==> config.mk <==
export PLATFORM = sky130hd
export DESIGN_NAME = base64_encoder_top
export DESIGN_NICKNAME = d
export VERILOG_FILES = /design/src/hdl/b64e_pkg.sv /design/src/hdl/b64e_front.sv /design/src/hdl/b64e_queue.sv /design/src/hdl/b64e_back.sv /design/src/hdl/base64_encoder_top.sv
export SDC_FILE = /design/constraint.sdc
export NUM_CORES = 1
export LEC_CHECK = 0
export ABC_CLOCK_PERIOD_IN_PS = 2300
export BUFFER_PORTS_ARGS = -buffer_cell sky130_fd_sc_hd__buf_2
export CAP_MARGIN = 15
export CORE_UTILIZATION = 54
export CTS_BUF_LIST = sky130_fd_sc_hd__clkbuf_4 sky130_fd_sc_hd__clkbuf_8 sky130_fd_sc_hd__clkbuf_16
export DETAILED_ROUTE_END_ITERATION = 16
export GPL_TIMING_DRIVEN = 0
export PLACE_DENSITY = 0.79
export SYNTH_ARGS = -nofsm -noshare
export SYNTH_HDL_FRONTEND = slang
export SYNTH_HIERARCHICAL = 1
export SYNTH_SLANG_ARGS = --single-unit
==> constraint.sdc <==
create_clock -name clk -period 2.3 [get_ports clk]
set_input_delay 0.23 -clock clk [delete_from_list [all_inputs] [get_ports clk]]
set_output_delay 0.23 -clock clk [all_outputs]
set_load 0.05 [all_outputs]
==> src/hdl/b64e_pkg.sv <==
// ----------------------------------------------------------------------------
// b64e_pkg
// Shared types, constants and the alphabet lookup for the Base64 encoder.
// ----------------------------------------------------------------------------
`default_nettype none

package b64e_pkg;

  localparam int BYTE_W      = 8;
  localparam int SEXTET_W    = 6;
  localparam int GROUP_W     = 24;
  localparam int COUNT_W     = 2;
  localparam int QUEUE_DEPTH = 2;

  localparam logic [BYTE_W-1:0] PAD_CHAR = 8'h3D;  // '='

  // One complete or final group, bytes left-aligned in bits
  typedef struct packed {
    logic [GROUP_W-1:0] bits;
    logic [COUNT_W-1:0] nbytes;   // 1..3 bytes carried
    logic               last;     // group closes the message
  } b64e_group_t;

  // Map a sextet to its ASCII alphabet character
  function automatic logic [BYTE_W-1:0] b64e_char(input logic [SEXTET_W-1:0] s);
    logic [BYTE_W-1:0] s8;
    s8 = BYTE_W'(s);
    if (s < 6'd26) begin
      return s8 + 8'h41;           // 'A'
    end else if (s < 6'd52) begin
      return s8 + 8'h47;           // 'a' - 26
    end else if (s < 6'd62) begin
      return s8 - 8'h04;           // '0' - 52
    end else if (s == 6'd62) begin
      return 8'h2B;                // '+'
    end else begin
      return 8'h2F;                // '/'
    end
  endfunction

endpackage

`default_nettype wire

==> src/hdl/b64e_front.sv <==
// ----------------------------------------------------------------------------
// b64e_front
// Accept message bytes, hold up to two, and push whole or final groups.
// ----------------------------------------------------------------------------
`default_nettype none

module b64e_front
  import b64e_pkg::*;
(
  input  wire logic              clk,
  input  wire logic              rst,
  input  wire logic              in_valid,
  output logic                   in_ready,
  input  wire logic [BYTE_W-1:0] in_byte,
  input  wire logic              in_last,
  input  wire logic              q_full,
  output logic                   push,
  output b64e_group_t            push_group
);

  logic [2*BYTE_W-1:0] held_bytes;
  logic [COUNT_W-1:0]  held_count;
  logic [COUNT_W-1:0]  cnt;
  logic                accept;
  logic                store;

  assign in_ready = !q_full;
  assign accept   = in_valid && in_ready;
  // a pending count of three cannot arise; treat it as two
  assign cnt      = (held_count == 2'd3) ? 2'd2 : held_count;
  assign store    = !in_last && (cnt < 2'd2);
  assign push     = accept && !store;

  always_comb begin
    push_group.last   = in_last;
    push_group.nbytes = cnt + 2'd1;
    case (cnt)
      2'd0:    push_group.bits = {in_byte, 16'h0000};
      2'd1:    push_group.bits = {held_bytes[15:8], in_byte, 8'h00};
      default: push_group.bits = {held_bytes, in_byte};
    endcase
  end

  always_ff @(posedge clk) begin
    if (rst) begin
      held_count <= '0;
      held_bytes <= '0;
    end else if (accept) begin
      if (store) begin
        held_count <= cnt + 2'd1;
        if (cnt == 2'd0) begin
          held_bytes <= {in_byte, 8'h00};
        end else begin
          held_bytes <= {held_bytes[15:8], in_byte};
        end
      end else begin
        held_count <= '0;
        held_bytes <= '0;
      end
    end
  end

endmodule

`default_nettype wire

==> src/hdl/b64e_queue.sv <==
// ----------------------------------------------------------------------------
// b64e_queue
// Short group queue between the byte front end and the character back end.
// ----------------------------------------------------------------------------
`default_nettype none

module b64e_queue
  import b64e_pkg::*;
#(
  parameter int DEPTH = QUEUE_DEPTH
) (
  input  wire logic        clk,
  input  wire logic        rst,
  input  wire logic        push,
  input  b64e_group_t      push_group,
  output logic             full,
  input  wire logic        pop,
  output logic             empty,
  output b64e_group_t      head
);

  localparam int AW = (DEPTH > 1) ? $clog2(DEPTH) : 1;
  localparam int CW = $clog2(DEPTH + 1);
  localparam logic [AW-1:0] LAST_PTR = AW'(DEPTH - 1);
  localparam logic [CW-1:0] FULL_CNT = CW'(DEPTH);

  b64e_group_t    mem [DEPTH];
  logic [AW-1:0]  wr_ptr;
  logic [AW-1:0]  rd_ptr;
  logic [CW-1:0]  count;
  logic           do_push;
  logic           do_pop;

  assign full    = (count == FULL_CNT);
  assign empty   = (count == '0);
  assign do_push = push && !full;
  assign do_pop  = pop && !empty;
  assign head    = mem[rd_ptr];

  always_ff @(posedge clk) begin
    if (do_push) begin
      mem[wr_ptr] <= push_group;
    end
  end

  always_ff @(posedge clk) begin
    if (rst) begin
      wr_ptr <= '0;
      rd_ptr <= '0;
      count  <= '0;
    end else begin
      if (do_push) begin
        wr_ptr <= (wr_ptr == LAST_PTR) ? '0 : wr_ptr + 1'b1;
      end
      if (do_pop) begin
        rd_ptr <= (rd_ptr == LAST_PTR) ? '0 : rd_ptr + 1'b1;
      end
      if (do_push && !do_pop) begin
        count <= count + 1'b1;
      end else if (do_pop && !do_push) begin
        count <= count - 1'b1;
      end
    end
  end

endmodule

`default_nettype wire

==> src/hdl/b64e_back.sv <==
// ----------------------------------------------------------------------------
// b64e_back
// Walk each queued group, one character per cycle while the output is not stalled, into the output register.
// ----------------------------------------------------------------------------
`default_nettype none

module b64e_back
  import b64e_pkg::*;
(
  input  wire logic              clk,
  input  wire logic              rst,
  input  wire logic              q_empty,
  input  b64e_group_t            head,
  output logic                   pop,
  output logic                   out_valid,
  input  wire logic              out_ready,
  output logic [BYTE_W-1:0]      out_char,
  output logic                   out_end
);

  logic [1:0]          idx;
  logic                load;
  logic [SEXTET_W-1:0] sextet;
  logic                pad;
  logic [BYTE_W-1:0]   char_next;
  logic                end_next;

  assign load = !q_empty && (!out_valid || out_ready);
  assign pop  = load && (idx == 2'd3);

  always_comb begin
    case (idx)
      2'd0:    sextet = head.bits[23:18];
      2'd1:    sextet = head.bits[17:12];
      2'd2:    sextet = head.bits[11:6];
      default: sextet = head.bits[5:0];
    endcase
    pad       = ((idx == 2'd2) && (head.nbytes == 2'd1)) ||
                ((idx == 2'd3) && (head.nbytes != 2'd3));
    char_next = pad ? PAD_CHAR : b64e_char(sextet);
    end_next  = (idx == 2'd3) && ((head.nbytes != 2'd3) || head.last);
  end

  always_ff @(posedge clk) begin
    if (rst) begin
      out_valid <= 1'b0;
      idx       <= '0;
    end else if (load) begin
      out_valid <= 1'b1;
      idx       <= idx + 2'd1;
    end else if (out_ready) begin
      out_valid <= 1'b0;
    end
  end

  always_ff @(posedge clk) begin
    if (load) begin
      out_char <= char_next;
      out_end  <= end_next;
    end
  end

endmodule

`default_nettype wire

==> src/hdl/base64_encoder_top.sv <==
// ----------------------------------------------------------------------------
// base64_encoder_top
// Streaming Base64 encoder (standard alphabet, '=' padding).
// ----------------------------------------------------------------------------
//  Channel  | Dir | tdata            | tlast
//  s_axis   | in  | [7:0] data_byte  | last_byte: final message byte
//  m_axis   | out | [7:0] out_char   | end_of_text: final character
//
//  A byte transfers in every cycle while the group queue has room; a byte that
//  only joins the pending group leaves no output. Each complete or final group
//  yields four characters, one per cycle through the output register while
//  the output is not stalled, so the output port sets the rate. The group of
//  a closing byte is written into the queue first; its characters are then
//  registered into the output register from the queue head.
//  rst (synchronous) empties the pending bytes, the queue and the output stage;
//  output stalls back up through the queue to s_axis_tready.
// ----------------------------------------------------------------------------
`default_nettype none

module base64_encoder_top
  import b64e_pkg::*;
#(
  parameter int QDEPTH = QUEUE_DEPTH
) (
  input  wire logic              clk,
  input  wire logic              rst,
  input  wire logic              s_axis_tvalid,
  output logic                   s_axis_tready,
  input  wire logic [BYTE_W-1:0] s_axis_tdata,   // [7:0] data_byte
  input  wire logic              s_axis_tlast,
  output logic                   m_axis_tvalid,
  input  wire logic              m_axis_tready,
  output logic [BYTE_W-1:0]      m_axis_tdata,   // [7:0] out_char
  output logic                   m_axis_tlast
);

  logic        q_full;
  logic        q_empty;
  logic        push;
  logic        pop;
  b64e_group_t push_group;
  b64e_group_t head;

  // Front end: collect bytes into groups
  b64e_front u_front (
    .clk        (clk),
    .rst        (rst),
    .in_valid   (s_axis_tvalid),
    .in_ready   (s_axis_tready),
    .in_byte    (s_axis_tdata),
    .in_last    (s_axis_tlast),
    .q_full     (q_full),
    .push       (push),
    .push_group (push_group)
  );

  // Decouple byte intake from character output
  b64e_queue #(
    .DEPTH (QDEPTH)
  ) u_queue (
    .clk        (clk),
    .rst        (rst),
    .push       (push),
    .push_group (push_group),
    .full       (q_full),
    .pop        (pop),
    .empty      (q_empty),
    .head       (head)
  );

  // Back end: emit four characters per group
  b64e_back u_back (
    .clk       (clk),
    .rst       (rst),
    .q_empty   (q_empty),
    .head      (head),
    .pop       (pop),
    .out_valid (m_axis_tvalid),
    .out_ready (m_axis_tready),
    .out_char  (m_axis_tdata),
    .out_end   (m_axis_tlast)
  );

endmodule

`default_nettype wire

==> impl_metrics.yaml <==
grt:
  grt-ovfl-total: 0
  grt_max_degree: 21
  grt_pass1_wl_um: 14400
  grt_pass1_vias: 2871
  grt_usage: 0.232
  antenna_found_initial: 0
setup_path:
  slowest_delay_ns: 0.36
  criticalPathCategory: "register to register"
  startpoint_type: "register"
  cp_slowest_cell: "a222oi_1"
  ff2ff_path_depth: 11
  path_cells: "buf_8 > buf_8 > mux2_4 > a222oi_1 > buf_4 > mux2_4 > buf_8 > buf_12 > nand2_4 > a211o_1 > o211a_1"
  crit_path_frequent_cell: "buf_8"
  cp.required_ns: 2.41
  cp.arrival_ns: 2.60
  regToRegEndpoint: "u_back/out_char[1]$_SDFFCE_PP0P_"
  cp_max_fo: 5
  cp-end-kind: "register"
  reg2reg_slack_ns: -0.19
clocking:
  cts_inserted_buffers: 9
  cts.sink_count: 89
  cts-root-buf: "clkbuf_8"
  clk_pin_slew_ns: 0.09
  clk_latency_ns: 0.35
  htree_levels: 3
  cts_tree: "done"
  cts_buffer_depth: 2
synth:
  synth_fa_ha_area_frac: 0.0210
  synth.cell_area_sq_um: 4170
  yosys.area.top_type_share: 0.454
  synthCells: 323
  yosysWarnings: 6
  synth_most_common_cell: "edfxtp_1"
  synth_xor_area_frac: 0.00840
  netlist-cell-type-count: 56
  synth_enable_flop_cells: 63
  yosys.area_share.simple: 0.0957
  synth_top_family_by_area: "compound AO/OA/AOI/OAI gates"
  ys_seq_area_frac: 0.578
  syn_avg_cell_area_sq_um: 12.9
  synthTopCellsByCount: "edfxtp_1, mux2_2, dfxtp_1"
  synth_flop_cell: "edfxtp_1"
  yosys-top-cells-area: "edfxtp_1, dfxtp_1, mux2_2"
  synth_compound_gate_area_share: 0.140
  synthArstFlopShare: 0
  synthMuxAreaShare: 0.110
  synth-seq-cells: 89
  synth_largest_area_cell: "edfxtp_1"
  synth.net_count: 343
drt:
  drc: 0
  first_pass_iters: 5
  viasPerCell: 5.92
  wirelength_um: 9550
  wl_per_cell_um: 19.5
  drt_iter0_drc: 181
  final_antenna_net_count: 0
  vias: 2893
floorplan:
  core_area_sq_um: 7370
  die_area_sq_um: 8080
  die_y_um: 89.9
  num_rows: 31
  pin_count: 24
  fp.dieW_um: 89.9
  initial_utilization: 0.566
timing:
  max_freq_mhz: 402
  rsz0062_at_grt: "true"
  final.setup_skew_ns: 0.00641
  setup_viol: 7
  post-route-period-util: 1.08
  setup_slack_ns: -0.190
  min_period_ns: 2.49
  slew_headroom: 0.643
  tightest_slew_ns: 0.531
  slew_violations: 0
  whs_ns: 0.157
  hold_viol: 0
run_status:
  violations: "negative setup slack"
  status: "complete, but fails checks"
worst_hold_path:
  worstHoldPathCells: 2
  holdPathEnd: "u_front/held_bytes[10]$_SDFFE_PP0P_"
  hp-class: "input pin to register"
  min_from: "s_axis_tdata[2]"
cells_and_area:
  finalNetCount: 405
  antenna_cells: 0
  area_growth_pct: 25.2
  post-route-util: 0.708
  drive_gt1_frac: 0.423
power:
  power.leakage_nw: 1.89
  max-vdd-ir-drop_mv: 0.543
  powerDensity_nw_per_um2: 986
placed_design:
  io_buffer_count: 23
  place_hpwl_um: 5400
  gp_congestion: 0.840
run:
  drv_cap: 0
[critical path, delay by kind of cell (launching register included)]
| kind | cells | cell delay, ns |
|---|---|---|
| AO/OA/AOI/OAI | 3 | 0.74 |
| multiplexers | 2 | 0.47 |
| AND/OR/NAND/NOR | 1 | 0.04 |
| flip-flops | 1 | 0.34 |
| buffers and inverters | 5 | 0.65 |
[area by class of cell]
cell class / instances / area [sq um]
plain buffers: 18 / 164
flip-flops and latches: 89 / 2420
clock inverters: 3 / 68.8
multi-input cells: 201 / 1780
well taps: 99 / 124
inverters: 15 / 62.6
fillers: 525 / 2150
repair buffers: 50 / 423
clock buffers: 13 / 178
repair inverters: 1 / 7.51
[where the power goes]
group | total, mW | switching (mW) | internal, mW
Clock | 1.28 | 0.546 | 0.737
Sequential | 1.98 | 0.0586 | 1.92
Combinational | 1.89 | 1.08 | 0.808
[flip-flops by register name, indices dropped and copies added, names as in the netlist, named ones only]
signal and cells:
u_queue/mem 54, u_front/held_bytes 16, u_back/out_char 8, u_back/idx 2, u_front/held_count 2, u_queue/count 2, u_back/out_end 1, u_back/out_valid 1
u_queue/rd_ptr 1, u_queue/wr_ptr 1
[kinds of logic (layout without fill, tap and decap cells)]
family,after synthesis,count (layout)
multiplexers,41,41
other,1,1
flip-flops,89,89
adder cells (fa/ha/maj),7,7
buffers and inverters,33,100
AO/OA/AOI/OAI,78,78
AND/OR/NAND/NOR,70,70
XOR/XNOR,4,4
[repair_timing]
action	in CTS	in global routing
hold buffers	0	0
hold endpoints to repair	0	0
gates cloned	4	0
setup endpoints to repair	54	55
gates resized for setup	36	22
buffers inserted	18	5
pin swaps	12	6
[how the worst max path moves through the flow]
stage | from | endpoint
finish | register | u_back/out_char[1]$_SDFFCE_PP0P_
global placement | u_queue/count[0]$_SDFFE_PP0P_ | u_queue/mem[1][6]$_DFFE_PP_
floorplan | register | u_back/out_char[2]$_SDFFCE_PP1P_
CTS | register | u_back/out_char[3]$_SDFFCE_PP1P_
detailed placement | register | u_back/out_char[2]$_SDFFCE_PP1P_
global route | register | u_back/out_char[3]$_SDFFCE_PP1P_
[layout by cell type (no fill, tap or decap), drive strengths merged, types with 15 or more instances in the layout]
cell / instances
edfxtp: 63
buf: 62
mux2: 37
dfxtp: 26
a21oi: 22
a22o: 19
clkbuf: 18
nand2: 15
nor2: 15
inv: 15
[metal layers]
layer	up-vias	global-route usage	wire length, um
li1	1344	-	-
met1	1429	0.276	3960
met2	98	0.419	5050
met3	22	0.0440	379
met4	0	0.0806	162
met5	-	0	0
[stage by stage]
stage / TNS, ns / setup slack [ns] / cell area [sq um] / power (mW) / cells
6_report: -0.926 / -0.190 / 5220 / 5.15 / 489
5_1_grt: -1.35 / -0.246 / 5220 / 5.32 / 489
4_1_cts: -0.271 / -0.114 / 5080 / 4.91 / 484
3_5_place_dp: -12.14 / -0.313 / 4460 / 3.33 / 446
3_3_place_gp: -21.49 / -0.505 / 4430 / 3.28 / 445
2_1_floorplan: 0 / 0.00854 / 4190 / 3.04 / 323
Note: power is estimated with default switching activity, not from simulation.
